**src/hw/rtl/pus_pkg.sv**
```systemverilog
`default_nettype none
package pus_pkg;

   localparam int PEER_ID_W   = 6;
   localparam int RATE_IN_W   = 32;
   localparam int COUNT_W     = 7;
   localparam int CMD_W       = 3;
   localparam int DEF_PEERS   = 64;
   localparam int DEF_RATE_W  = 32;
   localparam logic [COUNT_W-1:0] MAX_UNCHOKED_RST = 7'd4;

   typedef enum logic [CMD_W-1:0] {
      CMD_ADD        = 3'd0,
      CMD_REMOVE     = 3'd1,
      CMD_SET_RATE   = 3'd2,
      CMD_UNCHOKE    = 3'd3,
      CMD_DECIDE     = 3'd4,
      CMD_OPTIMISTIC = 3'd5
   } command_type;

   typedef enum logic [1:0] {
      ACT_NONE    = 2'd0,
      ACT_CHOKE   = 2'd1,
      ACT_UNCHOKE = 2'd2
   } action_type;

   // which peer index an armed result reports
   typedef enum logic [1:0] {
      TSEL_REQ    = 2'd0,
      TSEL_ZERO   = 2'd1,
      TSEL_BEST   = 2'd2,
      TSEL_CHOSEN = 2'd3
   } tsel_type;

   typedef enum logic [3:0] {
      ST_IDLE,
      ST_DISPATCH,
      ST_SWEEP_LAST,
      ST_EMIT_LAST,
      ST_D_SCAN,
      ST_D_APPLY,
      ST_D_SWEEP,
      ST_D_EMIT,
      ST_O_FIND,
      ST_O_ROT,
      ST_O_WORST,
      ST_O_EMIT
   } state_type;

   typedef struct packed {
      logic       latch;
      logic       add_apply;
      logic       rem_apply;
      logic       rate_apply;
      logic       unchoke_req;
      logic       unchoke_chosen;
      logic       set_best;
      logic       choke_best;
      logic       taken_clear;
      logic       rank_step;
      logic       scan_start;
      logic       scan_max;
      logic       list_start;
      logic       list_copy;
      logic       list_rot;
      logic       skip_best;
      logic       list_commit;
      logic       arm;
      action_type arm_action;
      tsel_type   arm_tsel;
      logic       arm_status;
      logic       fire;
      logic       fire_last;
   } pus_cmd_type;

   typedef struct packed {
      command_type command;
      logic        peer_valid;
      logic        here;
      logic        on_req;
      logic        on_best;
      logic        empty;
      logic        scan_done;
      logic        scan_found;
      logic        list_done;
      logic        list_found;
      logic        below_max;
      logic        rank_last;
      logic        out_free;
   } pus_stat_type;

endpackage
`default_nettype wire

```
**src/hw/rtl/pus_ctrl.sv**
```systemverilog
`default_nettype none
module pus_ctrl
   import pus_pkg::*;
(
   input  wire logic         clock,
   input  wire logic         reset,
   input  wire logic         req_valid,
   output logic              req_ready,
   input  wire pus_stat_type stat,
   output pus_cmd_type       cmd
);

   state_type state_ff;
   state_type state_in;

   always_ff @(posedge clock) begin
      if (reset) begin
         state_ff <= ST_IDLE;
      end else begin
         state_ff <= state_in;
      end
   end

   always_comb begin
      state_in  = state_ff;
      cmd       = '0;
      req_ready = 1'b0;
      case (state_ff)
         ST_IDLE: begin
            req_ready = 1'b1;
            if (req_valid) begin
               cmd.latch = 1'b1;
               state_in  = ST_DISPATCH;
            end
         end
         ST_DISPATCH: begin
            state_in = ST_EMIT_LAST;
            cmd.arm  = 1'b1;
            case (stat.command)
               CMD_ADD: begin
                  cmd.arm_tsel   = TSEL_REQ;
                  cmd.arm_status = !stat.peer_valid;
                  cmd.add_apply  = stat.peer_valid && !stat.here;
               end
               CMD_REMOVE: begin
                  cmd.arm_tsel   = TSEL_REQ;
                  cmd.arm_status = !stat.here;
                  if (stat.here) begin
                     cmd.rem_apply = 1'b1;
                     if (stat.on_req) begin
                        cmd.list_start = 1'b1;
                        cmd.list_copy  = 1'b1;
                        state_in       = ST_SWEEP_LAST;
                     end
                  end
               end
               CMD_SET_RATE: begin
                  cmd.arm_tsel   = TSEL_REQ;
                  cmd.arm_status = !stat.here;
                  cmd.rate_apply = stat.here;
               end
               CMD_UNCHOKE: begin
                  cmd.arm_tsel   = TSEL_REQ;
                  cmd.arm_status = !stat.here;
                  if (stat.here) begin
                     cmd.unchoke_req = 1'b1;
                     cmd.arm_action  = ACT_UNCHOKE;
                     if (stat.on_req) begin
                        cmd.list_start = 1'b1;
                        cmd.list_copy  = 1'b1;
                        state_in       = ST_SWEEP_LAST;
                     end
                  end
               end
               CMD_DECIDE: begin
                  cmd.arm_tsel = TSEL_ZERO;
                  if (!stat.empty) begin
                     cmd.arm         = 1'b0;
                     cmd.taken_clear = 1'b1;
                     cmd.scan_start  = 1'b1;
                     cmd.scan_max    = 1'b1;
                     state_in        = ST_D_SCAN;
                  end
               end
               CMD_OPTIMISTIC: begin
                  cmd.arm        = 1'b0;
                  cmd.list_start = 1'b1;
                  state_in       = ST_O_FIND;
               end
               default: begin
                  cmd.arm_tsel = TSEL_ZERO;
               end
            endcase
         end
         ST_SWEEP_LAST: begin
            if (stat.list_done) begin
               cmd.list_commit = 1'b1;
               state_in        = ST_EMIT_LAST;
            end
         end
         ST_EMIT_LAST: begin
            if (stat.out_free) begin
               cmd.fire      = 1'b1;
               cmd.fire_last = 1'b1;
               state_in      = ST_IDLE;
            end
         end
         ST_D_SCAN: begin
            if (stat.scan_done) begin
               state_in = ST_D_APPLY;
            end
         end
         ST_D_APPLY: begin
            cmd.arm      = 1'b1;
            cmd.arm_tsel = TSEL_BEST;
            state_in     = ST_D_EMIT;
            if (stat.below_max) begin
               cmd.set_best   = 1'b1;
               cmd.arm_action = ACT_UNCHOKE;
               if (stat.on_best) begin
                  cmd.list_start = 1'b1;
                  cmd.list_copy  = 1'b1;
                  cmd.skip_best  = 1'b1;
                  state_in       = ST_D_SWEEP;
               end
            end else begin
               cmd.choke_best = 1'b1;
               cmd.arm_action = ACT_CHOKE;
            end
         end
         ST_D_SWEEP: begin
            if (stat.list_done) begin
               cmd.list_commit = 1'b1;
               state_in        = ST_D_EMIT;
            end
         end
         ST_D_EMIT: begin
            if (stat.out_free) begin
               cmd.fire      = 1'b1;
               cmd.fire_last = stat.rank_last;
               cmd.rank_step = 1'b1;
               if (stat.rank_last) begin
                  state_in = ST_IDLE;
               end else begin
                  cmd.scan_start = 1'b1;
                  cmd.scan_max   = 1'b1;
                  state_in       = ST_D_SCAN;
               end
            end
         end
         ST_O_FIND: begin
            if (stat.list_done) begin
               if (stat.list_found) begin
                  cmd.list_start = 1'b1;
                  cmd.list_copy  = 1'b1;
                  cmd.list_rot   = 1'b1;
                  state_in       = ST_O_ROT;
               end else begin
                  cmd.arm      = 1'b1;
                  cmd.arm_tsel = TSEL_ZERO;
                  state_in     = ST_EMIT_LAST;
               end
            end
         end
         ST_O_ROT: begin
            if (stat.list_done) begin
               cmd.list_commit = 1'b1;
               cmd.scan_start  = 1'b1;
               state_in        = ST_O_WORST;
            end
         end
         ST_O_WORST: begin
            if (stat.scan_done) begin
               cmd.arm = 1'b1;
               if (stat.scan_found) begin
                  cmd.choke_best = 1'b1;
                  cmd.arm_action = ACT_CHOKE;
                  cmd.arm_tsel   = TSEL_BEST;
                  state_in       = ST_O_EMIT;
               end else begin
                  cmd.unchoke_chosen = 1'b1;
                  cmd.arm_action     = ACT_UNCHOKE;
                  cmd.arm_tsel       = TSEL_CHOSEN;
                  state_in           = ST_EMIT_LAST;
               end
            end
         end
         ST_O_EMIT: begin
            if (stat.out_free) begin
               cmd.fire           = 1'b1;
               cmd.unchoke_chosen = 1'b1;
               cmd.arm            = 1'b1;
               cmd.arm_action     = ACT_UNCHOKE;
               cmd.arm_tsel       = TSEL_CHOSEN;
               state_in           = ST_EMIT_LAST;
            end
         end
         default: begin
            state_in = ST_IDLE;
         end
      endcase
   end

endmodule
`default_nettype wire

```
**src/hw/rtl/pus_datapath.sv**
```systemverilog
`default_nettype none
module pus_datapath
   import pus_pkg::*;
#(
   parameter int MAX_PEERS = DEF_PEERS,
   parameter int RATE_BITS = DEF_RATE_W
) (
   input  wire logic                 clock,
   input  wire logic                 reset,
   input  wire pus_cmd_type          cmd,
   output pus_stat_type              stat,
   input  wire logic [CMD_W-1:0]     req_command,
   input  wire logic [PEER_ID_W-1:0] req_peer_id,
   input  wire logic [RATE_IN_W-1:0] req_upload_rate,
   input  wire logic                 req_interested,
   input  wire logic                 csr_write_enable,
   input  wire logic [COUNT_W-1:0]   csr_write_data,
   output logic                      rsp_valid,
   input  wire logic                 rsp_ready,
   output logic [1:0]                rsp_action,
   output logic [PEER_ID_W-1:0]      rsp_target_peer,
   output logic                      rsp_status,
   output logic [COUNT_W-1:0]        rsp_peer_count,
   output logic                      rsp_last
);

   localparam int IDX_W = $clog2(MAX_PEERS);
   localparam int CNT_W = $clog2(MAX_PEERS + 1);
   localparam logic [IDX_W-1:0] LAST_IDX = IDX_W'(MAX_PEERS - 1);

   // latched request
   logic [CMD_W-1:0]     req_cmd_ff;
   logic [PEER_ID_W-1:0] req_peer_ff;
   logic [RATE_BITS-1:0] req_rate_ff;
   logic                 req_intr_ff;
   logic [IDX_W-1:0]     req_idx;
   logic                 peer_valid;

   logic [COUNT_W-1:0] max_unch_ff;

   // per-peer flags
   logic [MAX_PEERS-1:0] present_ff, present_in;
   logic [MAX_PEERS-1:0] unch_ff, unch_in;
   logic [MAX_PEERS-1:0] intr_ff, intr_in;
   logic [MAX_PEERS-1:0] on_list_ff, on_list_in;
   logic [MAX_PEERS-1:0] taken_ff, taken_in;
   logic [CNT_W-1:0]     peer_cnt_ff, peer_cnt_in;
   logic [CNT_W-1:0]     rank_ff, rank_in;

   // rate memory and scan unit
   logic [RATE_BITS-1:0] rate_mem [MAX_PEERS];
   logic [RATE_BITS-1:0] rate_rd_ff;
   logic                 rate_we;
   logic [RATE_BITS-1:0] rate_wdata;
   logic                 scan_run_ff, scan_pv_ff, scan_max_ff;
   logic [IDX_W-1:0]     scan_addr_ff, scan_pidx_ff;
   logic                 scan_found_ff;
   logic [IDX_W-1:0]     best_idx_ff;
   logic [RATE_BITS-1:0] best_rate_ff;
   logic                 scan_elig, scan_better;

   // wait list, two banks used in turn
   logic [IDX_W-1:0] wl_a [MAX_PEERS];
   logic [IDX_W-1:0] wl_b [MAX_PEERS];
   logic [IDX_W-1:0] wl_a_rd_ff, wl_b_rd_ff;
   logic             bank_ff;
   logic [CNT_W-1:0] wait_cnt_ff, wait_cnt_in;
   logic             lst_run_ff, lst_pv_ff, lst_copy_ff, lst_found_ff;
   logic [CNT_W-1:0] lst_j_ff, lst_pj_ff, lst_base_ff, lst_k_ff, lst_pos_ff;
   logic [IDX_W-1:0] lst_skip_ff, lst_chosen_ff;
   logic [CNT_W:0]   src_sum;
   logic [CNT_W:0]   src_wrap;
   logic [IDX_W-1:0] lst_addr;
   logic [IDX_W-1:0] lst_data;
   logic             copy_wr;
   logic             app_en;
   logic [IDX_W-1:0] app_val;
   logic             wa_we, wb_we;
   logic [IDX_W-1:0] w_addr, w_data;

   // result staging
   action_type       arm_action_ff;
   logic [IDX_W-1:0] arm_target_ff;
   logic             arm_status_ff;
   logic [IDX_W-1:0] arm_target;
   logic             rsp_valid_ff;
   logic [1:0]       rsp_action_ff;
   logic             rsp_status_ff;
   logic [CNT_W-1:0] rsp_count_ff;
   logic             rsp_last_ff;

   assign req_idx    = req_peer_ff[IDX_W-1:0];
   assign peer_valid = {1'b0, req_peer_ff} < (PEER_ID_W + 1)'(MAX_PEERS);

   always_ff @(posedge clock) begin
      if (cmd.latch) begin
         req_cmd_ff  <= req_command;
         req_peer_ff <= req_peer_id;
         req_rate_ff <= req_upload_rate[RATE_BITS-1:0];
         req_intr_ff <= req_interested;
      end
   end

   always_ff @(posedge clock) begin
      if (reset) begin
         max_unch_ff <= MAX_UNCHOKED_RST;
      end else if (csr_write_enable) begin
         max_unch_ff <= csr_write_data;
      end
   end

   // flag and counter updates
   assign app_en  = cmd.add_apply || (cmd.choke_best && !on_list_ff[best_idx_ff]);
   assign app_val = cmd.add_apply ? req_idx : best_idx_ff;

   always_comb begin
      present_in  = present_ff;
      unch_in     = unch_ff;
      intr_in     = intr_ff;
      on_list_in  = on_list_ff;
      taken_in    = taken_ff;
      peer_cnt_in = peer_cnt_ff;
      rank_in     = rank_ff;
      wait_cnt_in = wait_cnt_ff;
      if (cmd.add_apply) begin
         present_in[req_idx] = 1'b1;
         unch_in[req_idx]    = 1'b0;
         intr_in[req_idx]    = 1'b0;
         peer_cnt_in         = peer_cnt_ff + CNT_W'(1);
      end
      if (cmd.rem_apply) begin
         present_in[req_idx] = 1'b0;
         unch_in[req_idx]    = 1'b0;
         intr_in[req_idx]    = 1'b0;
         peer_cnt_in         = peer_cnt_ff - CNT_W'(1);
      end
      if (cmd.rate_apply) begin
         intr_in[req_idx] = req_intr_ff;
      end
      if (cmd.unchoke_req) begin
         unch_in[req_idx] = 1'b1;
      end
      if (cmd.set_best) begin
         unch_in[best_idx_ff] = 1'b1;
      end
      if (cmd.choke_best) begin
         unch_in[best_idx_ff] = 1'b0;
      end
      if (cmd.unchoke_chosen) begin
         unch_in[lst_chosen_ff] = 1'b1;
      end
      if (cmd.taken_clear) begin
         taken_in = '0;
         rank_in  = '0;
      end
      if (cmd.rank_step) begin
         taken_in[best_idx_ff] = 1'b1;
         rank_in               = rank_ff + CNT_W'(1);
      end
      if (cmd.list_start && cmd.list_copy) begin
         if (cmd.list_rot) begin
            on_list_in[lst_chosen_ff] = 1'b0;
         end else if (cmd.skip_best) begin
            on_list_in[best_idx_ff] = 1'b0;
         end else begin
            on_list_in[req_idx] = 1'b0;
         end
      end
      if (app_en) begin
         on_list_in[app_val] = 1'b1;
         wait_cnt_in         = wait_cnt_ff + CNT_W'(1);
      end
      if (cmd.list_commit) begin
         wait_cnt_in = lst_k_ff;
      end
   end

   always_ff @(posedge clock) begin
      if (reset) begin
         present_ff  <= '0;
         unch_ff     <= '0;
         intr_ff     <= '0;
         on_list_ff  <= '0;
         taken_ff    <= '0;
         peer_cnt_ff <= '0;
         rank_ff     <= '0;
         wait_cnt_ff <= '0;
         bank_ff     <= 1'b0;
      end else begin
         present_ff  <= present_in;
         unch_ff     <= unch_in;
         intr_ff     <= intr_in;
         on_list_ff  <= on_list_in;
         taken_ff    <= taken_in;
         peer_cnt_ff <= peer_cnt_in;
         rank_ff     <= rank_in;
         wait_cnt_ff <= wait_cnt_in;
         if (cmd.list_commit) begin
            bank_ff <= !bank_ff;
         end
      end
   end

   // rate memory: one write port, one registered read port for the scan
   assign rate_we    = cmd.add_apply || cmd.rate_apply;
   assign rate_wdata = cmd.rate_apply ? req_rate_ff : '0;

   always_ff @(posedge clock) begin
      if (rate_we) begin
         rate_mem[req_idx] <= rate_wdata;
      end
      rate_rd_ff <= rate_mem[scan_addr_ff];
   end

   // scan: max over present untaken peers, or min over present unchoked
   assign scan_elig   = scan_max_ff ? (present_ff[scan_pidx_ff] && !taken_ff[scan_pidx_ff])
                                    : (present_ff[scan_pidx_ff] && unch_ff[scan_pidx_ff]);
   assign scan_better = !scan_found_ff ||
                        (scan_max_ff ? (rate_rd_ff > best_rate_ff) : (rate_rd_ff < best_rate_ff));

   always_ff @(posedge clock) begin
      if (reset) begin
         scan_run_ff   <= 1'b0;
         scan_pv_ff    <= 1'b0;
         scan_found_ff <= 1'b0;
      end else if (cmd.scan_start) begin
         scan_run_ff   <= 1'b1;
         scan_pv_ff    <= 1'b0;
         scan_found_ff <= 1'b0;
      end else begin
         scan_pv_ff <= scan_run_ff;
         if (scan_run_ff && scan_addr_ff == LAST_IDX) begin
            scan_run_ff <= 1'b0;
         end
         if (scan_pv_ff && scan_elig && scan_better) begin
            scan_found_ff <= 1'b1;
         end
      end
   end

   always_ff @(posedge clock) begin
      if (cmd.scan_start) begin
         scan_addr_ff <= '0;
         scan_max_ff  <= cmd.scan_max;
      end else begin
         scan_pidx_ff <= scan_addr_ff;
         if (scan_run_ff) begin
            scan_addr_ff <= scan_addr_ff + IDX_W'(1);
         end
         if (scan_pv_ff && scan_elig && scan_better) begin
            best_idx_ff  <= scan_pidx_ff;
            best_rate_ff <= rate_rd_ff;
         end
      end
   end

   // wait list sweep: read the active bank in list order from a base
   // position, either search for an interested peer or copy to the other
   // bank while dropping one entry
   assign src_sum  = {1'b0, lst_base_ff} + {1'b0, lst_j_ff};
   assign src_wrap = (src_sum >= {1'b0, wait_cnt_ff}) ? src_sum - {1'b0, wait_cnt_ff}
                                                       : src_sum;
   assign lst_addr = src_wrap[IDX_W-1:0];
   assign lst_data = bank_ff ? wl_b_rd_ff : wl_a_rd_ff;
   assign copy_wr  = lst_pv_ff && lst_copy_ff && (lst_data != lst_skip_ff);

   always_ff @(posedge clock) begin
      if (reset) begin
         lst_run_ff   <= 1'b0;
         lst_pv_ff    <= 1'b0;
         lst_found_ff <= 1'b0;
      end else if (cmd.list_start) begin
         lst_run_ff <= (wait_cnt_ff != '0);
         lst_pv_ff  <= 1'b0;
         if (!cmd.list_copy) begin
            lst_found_ff <= 1'b0;
         end
      end else begin
         lst_pv_ff <= lst_run_ff;
         if (lst_run_ff && lst_j_ff == wait_cnt_ff - CNT_W'(1)) begin
            lst_run_ff <= 1'b0;
         end
         if (lst_pv_ff && !lst_copy_ff && !lst_found_ff && intr_ff[lst_data]) begin
            lst_found_ff <= 1'b1;
         end
      end
   end

   always_ff @(posedge clock) begin
      if (cmd.list_start) begin
         lst_j_ff    <= '0;
         lst_k_ff    <= '0;
         lst_copy_ff <= cmd.list_copy;
         lst_base_ff <= cmd.list_rot ? lst_pos_ff + CNT_W'(1) : '0;
         if (cmd.list_rot) begin
            lst_skip_ff <= lst_chosen_ff;
         end else if (cmd.skip_best) begin
            lst_skip_ff <= best_idx_ff;
         end else begin
            lst_skip_ff <= req_idx;
         end
      end else begin
         lst_pj_ff <= lst_j_ff;
         if (lst_run_ff) begin
            lst_j_ff <= lst_j_ff + CNT_W'(1);
         end
         if (copy_wr) begin
            lst_k_ff <= lst_k_ff + CNT_W'(1);
         end
         if (lst_pv_ff && !lst_copy_ff && !lst_found_ff && intr_ff[lst_data]) begin
            lst_pos_ff    <= lst_pj_ff;
            lst_chosen_ff <= lst_data;
         end
      end
   end

   // appends go to the active bank, copies to the other one
   assign w_addr = app_en ? wait_cnt_ff[IDX_W-1:0] : lst_k_ff[IDX_W-1:0];
   assign w_data = app_en ? app_val : lst_data;
   assign wa_we  = (app_en && !bank_ff) || (copy_wr && bank_ff);
   assign wb_we  = (app_en && bank_ff) || (copy_wr && !bank_ff);

   always_ff @(posedge clock) begin
      if (wa_we) begin
         wl_a[w_addr] <= w_data;
      end
      wl_a_rd_ff <= wl_a[lst_addr];
   end

   always_ff @(posedge clock) begin
      if (wb_we) begin
         wl_b[w_addr] <= w_data;
      end
      wl_b_rd_ff <= wl_b[lst_addr];
   end

   // result staging and output register
   always_comb begin
      case (cmd.arm_tsel)
         TSEL_REQ:    arm_target = req_idx;
         TSEL_BEST:   arm_target = best_idx_ff;
         TSEL_CHOSEN: arm_target = lst_chosen_ff;
         default:     arm_target = '0;
      endcase
   end

   always_ff @(posedge clock) begin
      if (cmd.arm) begin
         arm_action_ff <= cmd.arm_action;
         arm_status_ff <= cmd.arm_status;
         // unknown peer indexes echo the raw request field
         arm_target_ff <= arm_target;
      end
   end

   logic             arm_raw_ff;
   logic [PEER_ID_W-1:0] rsp_raw_ff;

   always_ff @(posedge clock) begin
      if (cmd.arm) begin
         arm_raw_ff <= (cmd.arm_tsel == TSEL_REQ);
      end
      if (cmd.fire) begin
         rsp_action_ff <= arm_action_ff;
         rsp_raw_ff    <= arm_raw_ff ? req_peer_ff : PEER_ID_W'(arm_target_ff);
         rsp_status_ff <= arm_status_ff;
         rsp_count_ff  <= peer_cnt_ff;
         rsp_last_ff   <= cmd.fire_last;
      end
   end

   always_ff @(posedge clock) begin
      if (reset) begin
         rsp_valid_ff <= 1'b0;
      end else if (cmd.fire) begin
         rsp_valid_ff <= 1'b1;
      end else if (rsp_ready) begin
         rsp_valid_ff <= 1'b0;
      end
   end

   assign rsp_valid       = rsp_valid_ff;
   assign rsp_action      = rsp_action_ff;
   assign rsp_target_peer = rsp_raw_ff;
   assign rsp_status      = rsp_status_ff;
   assign rsp_peer_count  = COUNT_W'(rsp_count_ff);
   assign rsp_last        = rsp_last_ff;

   // status to the controller
   always_comb begin
      stat            = '0;
      stat.command    = command_type'(req_cmd_ff);
      stat.peer_valid = peer_valid;
      stat.here       = peer_valid && present_ff[req_idx];
      stat.on_req     = on_list_ff[req_idx];
      stat.on_best    = on_list_ff[best_idx_ff];
      stat.empty      = (peer_cnt_ff == '0);
      stat.scan_done  = !scan_run_ff && !scan_pv_ff;
      stat.scan_found = scan_found_ff;
      stat.list_done  = !lst_run_ff && !lst_pv_ff;
      stat.list_found = lst_found_ff;
      stat.below_max  = COUNT_W'(rank_ff) < max_unch_ff;
      stat.rank_last  = (rank_ff + CNT_W'(1)) == peer_cnt_ff;
      stat.out_free   = !rsp_valid_ff || rsp_ready;
   end

   a_cnt_matches: assert property (@(posedge clock) disable iff (reset)
      $countones(present_ff) == peer_cnt_ff)
      else $error("peer count out of step with present flags");

   a_list_present: assert property (@(posedge clock) disable iff (reset)
      (on_list_ff & ~present_ff) == '0)
      else $error("absent peer on wait list");

   a_list_choked: assert property (@(posedge clock) disable iff (reset)
      (on_list_ff & unch_ff) == '0)
      else $error("unchoked peer on wait list");

   a_fire_free: assert property (@(posedge clock) disable iff (reset)
      cmd.fire |-> (!rsp_valid_ff || rsp_ready))
      else $error("result overwrites pending response");

endmodule
`default_nettype wire

```
**src/hw/rtl/peer_unchoke_selector_top.sv**
```systemverilog
// Peer unchoke selector: keeps a table of peers (present flag, unchoke
// mark, upload rate, interest) and an ordered optimistic wait list.
// Requests arrive on req_* (valid/ready); each request produces one or more
// responses on rsp_* (valid/ready), the final one flagged by rsp_last.
// csr_write_enable/csr_write_data load max_unchoked (reset value 4); write
// it only while no request is in flight.
// Requests are taken one at a time: req_ready is high only between
// requests. Remove and unchoke add one wait-list copy pass when the
// peer is on the wait list. Decide runs one scan of the rate memory per
// present peer, plus a wait-list copy pass for each unchoked peer that was
// waiting. Optimistic unchoke runs a wait-list search and, if it finds an
// interested peer, a wait-list rotation and one rate scan. Scans and passes
// go through the single read port of the rate memory and of the wait-list
// banks.
// Reset empties the table and wait list at once; no clearing pass.
// A stalled rsp_ready holds the response register and the controller waits
// before emitting the next response; nothing is dropped.
`default_nettype none
module peer_unchoke_selector_top
   import pus_pkg::*;
#(
   parameter int MAX_PEERS = DEF_PEERS,
   parameter int RATE_BITS = DEF_RATE_W
) (
   input  wire logic                 clock,
   input  wire logic                 reset,
   input  wire logic                 req_valid,
   output logic                      req_ready,
   input  wire logic [CMD_W-1:0]     req_command,
   input  wire logic [PEER_ID_W-1:0] req_peer_id,
   input  wire logic [RATE_IN_W-1:0] req_upload_rate,
   input  wire logic                 req_interested,
   output logic                      rsp_valid,
   input  wire logic                 rsp_ready,
   output logic [1:0]                rsp_action,
   output logic [PEER_ID_W-1:0]      rsp_target_peer,
   output logic                      rsp_status,
   output logic [COUNT_W-1:0]        rsp_peer_count,
   output logic                      rsp_last,
   input  wire logic                 csr_write_enable,
   input  wire logic [COUNT_W-1:0]   csr_write_data
);

   pus_cmd_type  cmd;
   pus_stat_type stat;

   // sequence each request as commands to the datapath
   pus_ctrl u_ctrl (
      .clock     (clock),
      .reset     (reset),
      .req_valid (req_valid),
      .req_ready (req_ready),
      .stat      (stat),
      .cmd       (cmd)
   );

   // tables, rate scan, wait-list banks and response register
   pus_datapath #(
      .MAX_PEERS (MAX_PEERS),
      .RATE_BITS (RATE_BITS)
   ) u_datapath (
      .clock            (clock),
      .reset            (reset),
      .cmd              (cmd),
      .stat             (stat),
      .req_command      (req_command),
      .req_peer_id      (req_peer_id),
      .req_upload_rate  (req_upload_rate),
      .req_interested   (req_interested),
      .csr_write_enable (csr_write_enable),
      .csr_write_data   (csr_write_data),
      .rsp_valid        (rsp_valid),
      .rsp_ready        (rsp_ready),
      .rsp_action       (rsp_action),
      .rsp_target_peer  (rsp_target_peer),
      .rsp_status       (rsp_status),
      .rsp_peer_count   (rsp_peer_count),
      .rsp_last         (rsp_last)
   );

endmodule
`default_nettype wire
```
**config.mk**
```make
export PLATFORM = sky130hd
export DESIGN_NAME = peer_unchoke_selector_top
export DESIGN_NICKNAME = d
export VERILOG_FILES = /design/src/hw/rtl/pus_pkg.sv /design/src/hw/rtl/pus_ctrl.sv /design/src/hw/rtl/pus_datapath.sv /design/src/hw/rtl/peer_unchoke_selector_top.sv
export SDC_FILE = /design/constraint.sdc
export NUM_CORES = 2
export LEC_CHECK = 0
export BUFFER_PORTS_ARGS = -buffer_cell sky130_fd_sc_hd__buf_2
export CAP_MARGIN = 0
export CORE_MARGIN = 10
export CORE_UTILIZATION = 35
export DETAILED_ROUTE_END_ITERATION = 8
export MAX_ROUTING_LAYER = met4
export PLACE_DENSITY_LB_ADDON = 0.1
export SYNTH_ARGS = -nofsm -noshare
export SYNTH_HDL_FRONTEND = slang
export SYNTH_SLANG_ARGS = --single-unit
```
**constraint.sdc**
```tcl
create_clock -name clock -period 10.5 [get_ports clock]
set_input_delay 2.1 -clock clock [delete_from_list [all_inputs] [get_ports clock]]
set_output_delay 2.1 -clock clock [all_outputs]
set_load 0.005 [all_outputs]
```
-- Word-level counts from Yosys, hierarchy flattened
Memories as Yosys holds them, arrays and structs flattened. A register that Yosys moved wholly into a read port is not among the register bits.
Cells that the tools add are included.
- memories kept: 3
- bits in registers: 528
- ROM bits: 0
- RAM bits: 2816
- word-level logic and storage cells: 346
- output and inout port bits: 19
- latch bits: 0
- add/sub/neg operators: 11
- $lt $le $gt $ge: 14
- div/mod/pow operators: 0
- muxes and demuxes: 157
- reduce and logical (&&, ||, !) cells: 64
- shift operators: 0
- equality and inequality tests: 33
- $mul: 0
- bitwise operators: 20
- memories (name ; words ; bits a word ; read ports ; clocked after Yosys merged registers in ; write ports ; RTL line ; RTL):
    u_datapath.rate_mem ; 64 ; 32 ; 1 ; 1 ; 1 ; pus_datapath.sv:51 ; logic [RATE_BITS-1:0] rate_mem [MAX_PEERS];
    u_datapath.wl_a ; 64 ; 6 ; 1 ; 1 ; 1 ; pus_datapath.sv:63 ; logic [IDX_W-1:0] wl_a [MAX_PEERS];
    u_datapath.wl_b ; 64 ; 6 ; 1 ; 1 ; 1 ; pus_datapath.sv:64 ; logic [IDX_W-1:0] wl_b [MAX_PEERS];
- operators by type and width (operator ; number):
    $mux 64 ; 17
    $and 64x64->64 ; 9
    $or 64x64->64 ; 6
    $not 64->64 ; 3
    $bwmux 64 ; 1
    $mux 1 ; 63
    $mux 4 ; 15
    $mux 6 ; 8
    $pmux 4 s12 ; 1
    $add 7x1->7 const B ; 6
    $bmux 1 s6 ; 7
    $lt 6x7->1 const B ; 6
    $mux 7 ; 6
    $gt 32x32->1 ; 1
    $lt 32x32->1 ; 1
    $mux 32 ; 1
    $mux 2 ; 13
    $demux 1 s6 ; 4
    $ge 6x1->1 const B ; 4
    $logic_and 1x1->1 ; 23
    $ne 2x2->1 const B ; 11
    $pmux 6 s3 ; 1
    $eq 4x3->1 const B ; 4
    $eq 4x4->1 const B ; 4
    38 further kinds ; 84

-- Longest topological paths before layout
- depth in word-level cells: 17
- mapped depth: 20

-- By module
From an unflattened synthesis, not the netlist that was laid out.
- cells, all modules: 8620
- area, all modules: 139513.8 µm²
- by module, submodules not included (module ; seq. area each (µm²) ; instances ; cells an instance ; area each (µm²)):
    pus_datapath ; 97413.4 ; 1 ; 8505 ; 138648.0
    pus_ctrl ; 80.1 ; 1 ; 115 ; 865.8

-- Worst setup path after synthesis
OpenSTA, ideal clock, no wires.
- kind: flip-flop to flip-flop
- start point: register u_datapath.req_peer_ff[2], in the netlist u_datapath.req_idx[2]
- end point: memory u_datapath.wl_a[0][0] (netlist bit) (data pin)
- required time: 9.261 ns
- setup time: 1.239 ns
- cell stages (with the launch flop): 13
- path buffers: 6
- data arrival time: 7.975 ns
- path slack: 1.286 ns
- path through: edfxtp_1 -> buf_2 -> buf_2 -> buf_1 -> buf_1 -> nand2_1 -> a21oi_1 -> or3_1 -> nor3_2 -> buf_2 -> a22oi_1 -> clkbuf_1 -> a21boi_0
- word-level cells in the longest chain between the ends: 7
- ends and longest elaborated chain (element ; RTL line ; RTL):
    start: declaration ; pus_datapath.sv:33 ; logic [PEER_ID_W-1:0] req_peer_ff;
    start signal: assignment ; pus_datapath.sv:98 ; req_peer_ff <= req_peer_id;
    $bmux 1 s6 * ; pus_datapath.sv:394 ; stat.here = peer_valid && present_ff[req_idx];
    $mux 1 (not written as such) * ; pus_datapath.sv:394 ;
    $logic_not 1->1 * ; pus_ctrl.sv:43 ; cmd.add_apply = stat.peer_valid && !stat.here;
    $mux 1 * ; pus_ctrl.sv:39 ; case (stat.command)
    $mux 4 * ; pus_ctrl.sv:28 ; case (state_ff)
    $mux 6 / $logic_or 1x1->1 (equally long branches) ; pus_datapath.sv:114, pus_datapath.sv:113 ;
    $mux 6 * ; pus_datapath.sv:319 ; assign w_data = app_en ? app_val : lst_data;
    net u_datapath.w_data[0] ; pus_datapath.sv:79 ; logic [IDX_W-1:0] w_addr, w_data;
    end: declaration ; pus_datapath.sv:63 ;
Mark *: on every way through the listed nets, which the timed path passes. The rest lies on a longest branch. The select of a mux whose other input is x is not followed.

-- Final worst setup path
- start point: register u_datapath.lst_j_ff[0]
- end point: register u_datapath.wl_a_rd_ff[4], read port of u_datapath.wl_a
- word-level cells in the longest chain between the ends: 3
- ends and longest elaborated chain (element ; RTL line ; RTL):
    start: declaration ; pus_datapath.sv:69 ; logic [CNT_W-1:0] lst_j_ff, lst_pj_ff, lst_base_ff, lst_k_ff, lst_pos_ff;
    start signal: assignment ; pus_datapath.sv:305 ; lst_j_ff <= lst_j_ff + CNT_W'(1);
    $add 7x7->8 * ; pus_datapath.sv:260 ; assign src_sum = {1'b0, lst_base_ff} + {1'b0, lst_j_ff};
    $ge 8x7->1 / $sub 6x6->6 (equally long branches) ; pus_datapath.sv:261 ; assign src_wrap = (src_sum >= {1'b0, wait_cnt_ff}) ? src_sum - {1'b0, wait_cnt_ff}
    $mux 6 * ; pus_datapath.sv:261 ;
    end: declaration ; pus_datapath.sv:65 ; logic [IDX_W-1:0] wl_a_rd_ff, wl_b_rd_ff;
Every way passes the cells marked *; elsewhere a longest branch is shown, timed or not.
A chain may end at the register's enable or synchronous reset.

==> flow_metrics.env <==
export IMPL_htreeDepth=5
export IMPL_cts_root_buffer="clkbuf_16"
export IMPL_postSynthCellCount=8597
export IMPL_setup_violations=0
export IMPL_syn_nets=8718
export IMPL_cts_inserted_buffers=380
export IMPL_slew_headroom_pct=8.53
export IMPL_timing_setup_tns_ns=0
export IMPL_synth_xor_area_share_pct=0.444
export IMPL_slew_violations=0
export IMPL_postCtsSetupRepairBufs=0
export IMPL_syn2layout_area_growth_pct=14.2
export IMPL_crit_fanout=123
export IMPL_grt_pass1_vias=82500
export IMPL_met1_usage_pct=30.0
export IMPL_finalCriticalPeriod_ns=7.27
export IMPL_critPathCaptureType="flip-flop"
export IMPL_io_pins=73
export IMPL_synth_simple_gate_area_share_pct=5.34
export IMPL_yosys_warnings=0
export IMPL_path_buf_inv=6
export IMPL_synth_top_family_by_area="multiplexers"
export IMPL_cp_cell_sequence="ha_2 -> buf_4 -> inv_1 -> buf_4 -> ha_2 -> fa_1 -> nand2b_1 -> a21oi_1 -> o211ai_1 -> buf_4 -> a21oi_4 -> buf_4 -> buf_4 -> o21ai_0 -> a32oi_1 -> o2111ai_1 -> and4_1 -> nand4_1"
export IMPL_dieArea_mm2=0.426
export IMPL_ir_drop_mv=0.369
export IMPL_cts_resized=0
export IMPL_postCtsHoldBufs=0
export IMPL_die_w_um=652
export IMPL_yosysTopAreaCell="edfxtp_1"
export IMPL_met2_usage_pct=34.0
export IMPL_tritoncts="done"
export IMPL_max_stage_delay_ns=1.06
export IMPL_antenna_left=0
export IMPL_hold_viol_final=0
export IMPL_grt_max_degree=177
export IMPL_wire_per_inst_um=32.5
export IMPL_clk_latency_ns=0.98
export IMPL_nNetsFinal=8757
export IMPL_worstSetupPathType="reg -> reg"
export IMPL_cp_top_family="buffers and inverters"
export IMPL_rsz0062_at_grt="false"
export IMPL_crit_required_ns=11.40
export IMPL_max_freq_mhz=138
export IMPL_hp_class="reg -> reg"
export IMPL_antenna_found_initial=34
export IMPL_drtIter0Drc=9780
export IMPL_via_per_inst=5.87
export IMPL_fin_cells=14200
export IMPL_arrival_ns=8.18
export IMPL_skew_ns=0.0761
export IMPL_synthTopCellsByCount="edfxtp_1, mux4_2, o21ai_0, nor2_1, clkbuf_1"
export IMPL_grt_use_met3_pct=3.25
export IMPL_start_util_pct=35.1
export IMPL_synth_area_mux_share_pct=13.7
export IMPL_grt_pass1_wl_um=653000
export IMPL_synth_cell_types=86
export IMPL_synth_area_top_cells="edfxtp_1, mux4_2, dfxtp_1"
export IMPL_dieHeight_um=652
export IMPL_row_count=232
export IMPL_ys_flop_type="edfxtp_1"
export IMPL_wirelength_um=463000
export IMPL_synth_top_area_share_pct=63.6
export IMPL_final_period_utilization_pct=69.3
export IMPL_gp_congestion=0.925
export IMPL_mappedNetlistArea_mm2=0.140
export IMPL_crit_path_top_delay_cell="buf_4"
export IMPL_place_inst=13500
export IMPL_drc=0
export IMPL_core_area_mm2=0.399
export IMPL_rrSetupSlack_ns=3.23
export IMPL_p_leak_nw=54.2
export IMPL_status="finished clean"
export IMPL_drive_above_1_share_pct=21.0
export IMPL_synthArstFlopShare_pct=0
export IMPL_firstDrtPassIters=9
export IMPL_synth_seq_cells=3388
export IMPL_dp_hpwl_um=272000
export IMPL_synth_edff_count=2964
export IMPL_fill_cells=36100
export IMPL_gr_total_overflow=0
export IMPL_synth_compound_area_share_pct=8.17
export IMPL_ys_seq_area_share_pct=69.7
export IMPL_avgSynthCellArea_um2=16.3
export IMPL_maxCapViolCount=0
export IMPL_clk_pin_slew_worst_paths_ns=0.06
export IMPL_gr_max_usage_layer="met2"
export IMPL_clock_sinks=3388
export IMPL_synthAdderAreaFrac_pct=0.615
export IMPL_synth_most_common_cell="edfxtp_1"
export IMPL_vias=83500
export IMPL_cts_path_max_buffers=4
export IMPL_power_density_mw_per_mm2=262
export IMPL_worst_pin_slew_ns=1.37
export IMPL_track_usage_pct=21.7
export IMPL_worst_setup_path_start_kind="flip-flop"
export IMPL_port_buffer_count=72
export IMPL_worst_path_most_repeated_cell="buf_4"
==> layer usage <==
layer / vias up / wire, um
met5: - / 0
met4: 0 / 11700
met3: 720 / 30800
met2: 3524 / 218000
met1: 44300 / 202000
li1: 35000 / -
==> sequential cells by signal, indices dropped and copies added (netlist names), 32 cells and up <==
register / count
u_datapath.intr_ff: 64
u_datapath.taken_ff: 64
u_datapath.best_rate_ff: 32
u_datapath.wl_a: 384
u_datapath.unch_ff: 64
u_datapath.rate_mem: 2048
u_datapath.req_rate_ff: 32
u_datapath.wl_b: 384
u_datapath.present_ff: 64
u_datapath.on_list_ff: 64
u_datapath.rate_rd_ff: 32
==> cells in the final DEF, fill, tap and decap left out, types with 27 or more instances in the layout <==
cell / n
a211oi_1: 134
a21boi_0: 65
a21oi_1: 227
a221oi_1: 75
a222oi_1: 64
a22oi_1: 126
a32oi_1: 53
and2_2: 31
and3_1: 27
buf_2: 71
buf_4: 230
bufinv_16: 38
clkbuf_1: 77
clkbuf_16: 385
clkinv_1: 77
clkinv_2: 78
dfxtp_1: 418
edfxtp_1: 2964
ha_1: 62
inv_1: 73
mux2_2: 74
mux2i_1: 158
mux4_2: 743
nand2_1: 399
nand3_1: 281
nand4_1: 30
nor2_1: 517
nor2_4: 67
nor2b_1: 28
nor3_1: 38
nor4_1: 86
o2111ai_1: 52
o21ai_0: 586
o221ai_1: 67
o22ai_1: 61
o41ai_1: 64
xnor2_1: 41
xor2_1: 30
==> logic make-up after synthesis <==
logic type	Yosys count
adders and majority gates	67
AOI/OAI and AO/OA	1721
and+or+nand+nor	1631
DFF	3388
buffers and inverters	737
muxes	982
xor gates and xnor gates	71
==> final timing paths <==
kind,from,endpoint,depth (start not counted)
worst max-delay path,u_datapath.lst_j_ff[0]$_SDFFE_PP0P_,u_datapath.wl_a_rd_ff[4]$_DFF_P_,18
worst min-delay path,u_datapath.lst_pj_ff[6]$_DFFE_PN_,u_datapath.lst_pos_ff[6]$_DFFE_PP_,0
worst max register to register,u_datapath.lst_j_ff[0]$_SDFFE_PP0P_,u_datapath.wl_a_rd_ff[4]$_DFF_P_,18
worst min register to register,u_datapath.lst_pj_ff[6]$_DFFE_PN_,u_datapath.lst_pos_ff[6]$_DFFE_PP_,0
==> per-stage QoR <==
stage	setup WS [ns]	cell area (um2)	util (%)	power, mW	hold slack, ns
after global placement	3.39	147000	36.9	28.9	0.403
after global routing	2.78	160000	40.1	43.5	0.422
after CTS	3.34	160000	40.1	42.2	0.418
after detailed placement	3.31	147000	36.9	28.8	0.408
final	3.23	160000	40.1	41.8	0.414
after floorplan	1.29	140000	-	23.9	0.400
==> power breakdown <==
part           leakage, nW  total (mW)  internal (mW)  switching (mW)
registers             35.0        15.8           15.5           0.264
logic                 13.1        12.7           3.87            8.82
clock network         6.07        13.4           7.78            5.58
total                 54.2        41.8           27.2            14.7
==> layout make-up <==
| class | instances | area, um2 | share of cell area, % |
|---|---|---|---|
| sequential | 3388 | 97500 | 61.0 |
| clock inverter | 223 | 2300 | 1.44 |
| clock buffer | 476 | 10100 | 6.33 |
| tap | 5265 | 6590 | 4.12 |
| antenna | 14 | 35.0 | 0.0219 |
| inverter | 79 | 297 | 0.186 |
| multi-input combinational | 4472 | 40600 | 25.4 |
| timing repair buffer | 315 | 2350 | 1.47 |
No activity file was read; power rests on OpenSTA's default activity.
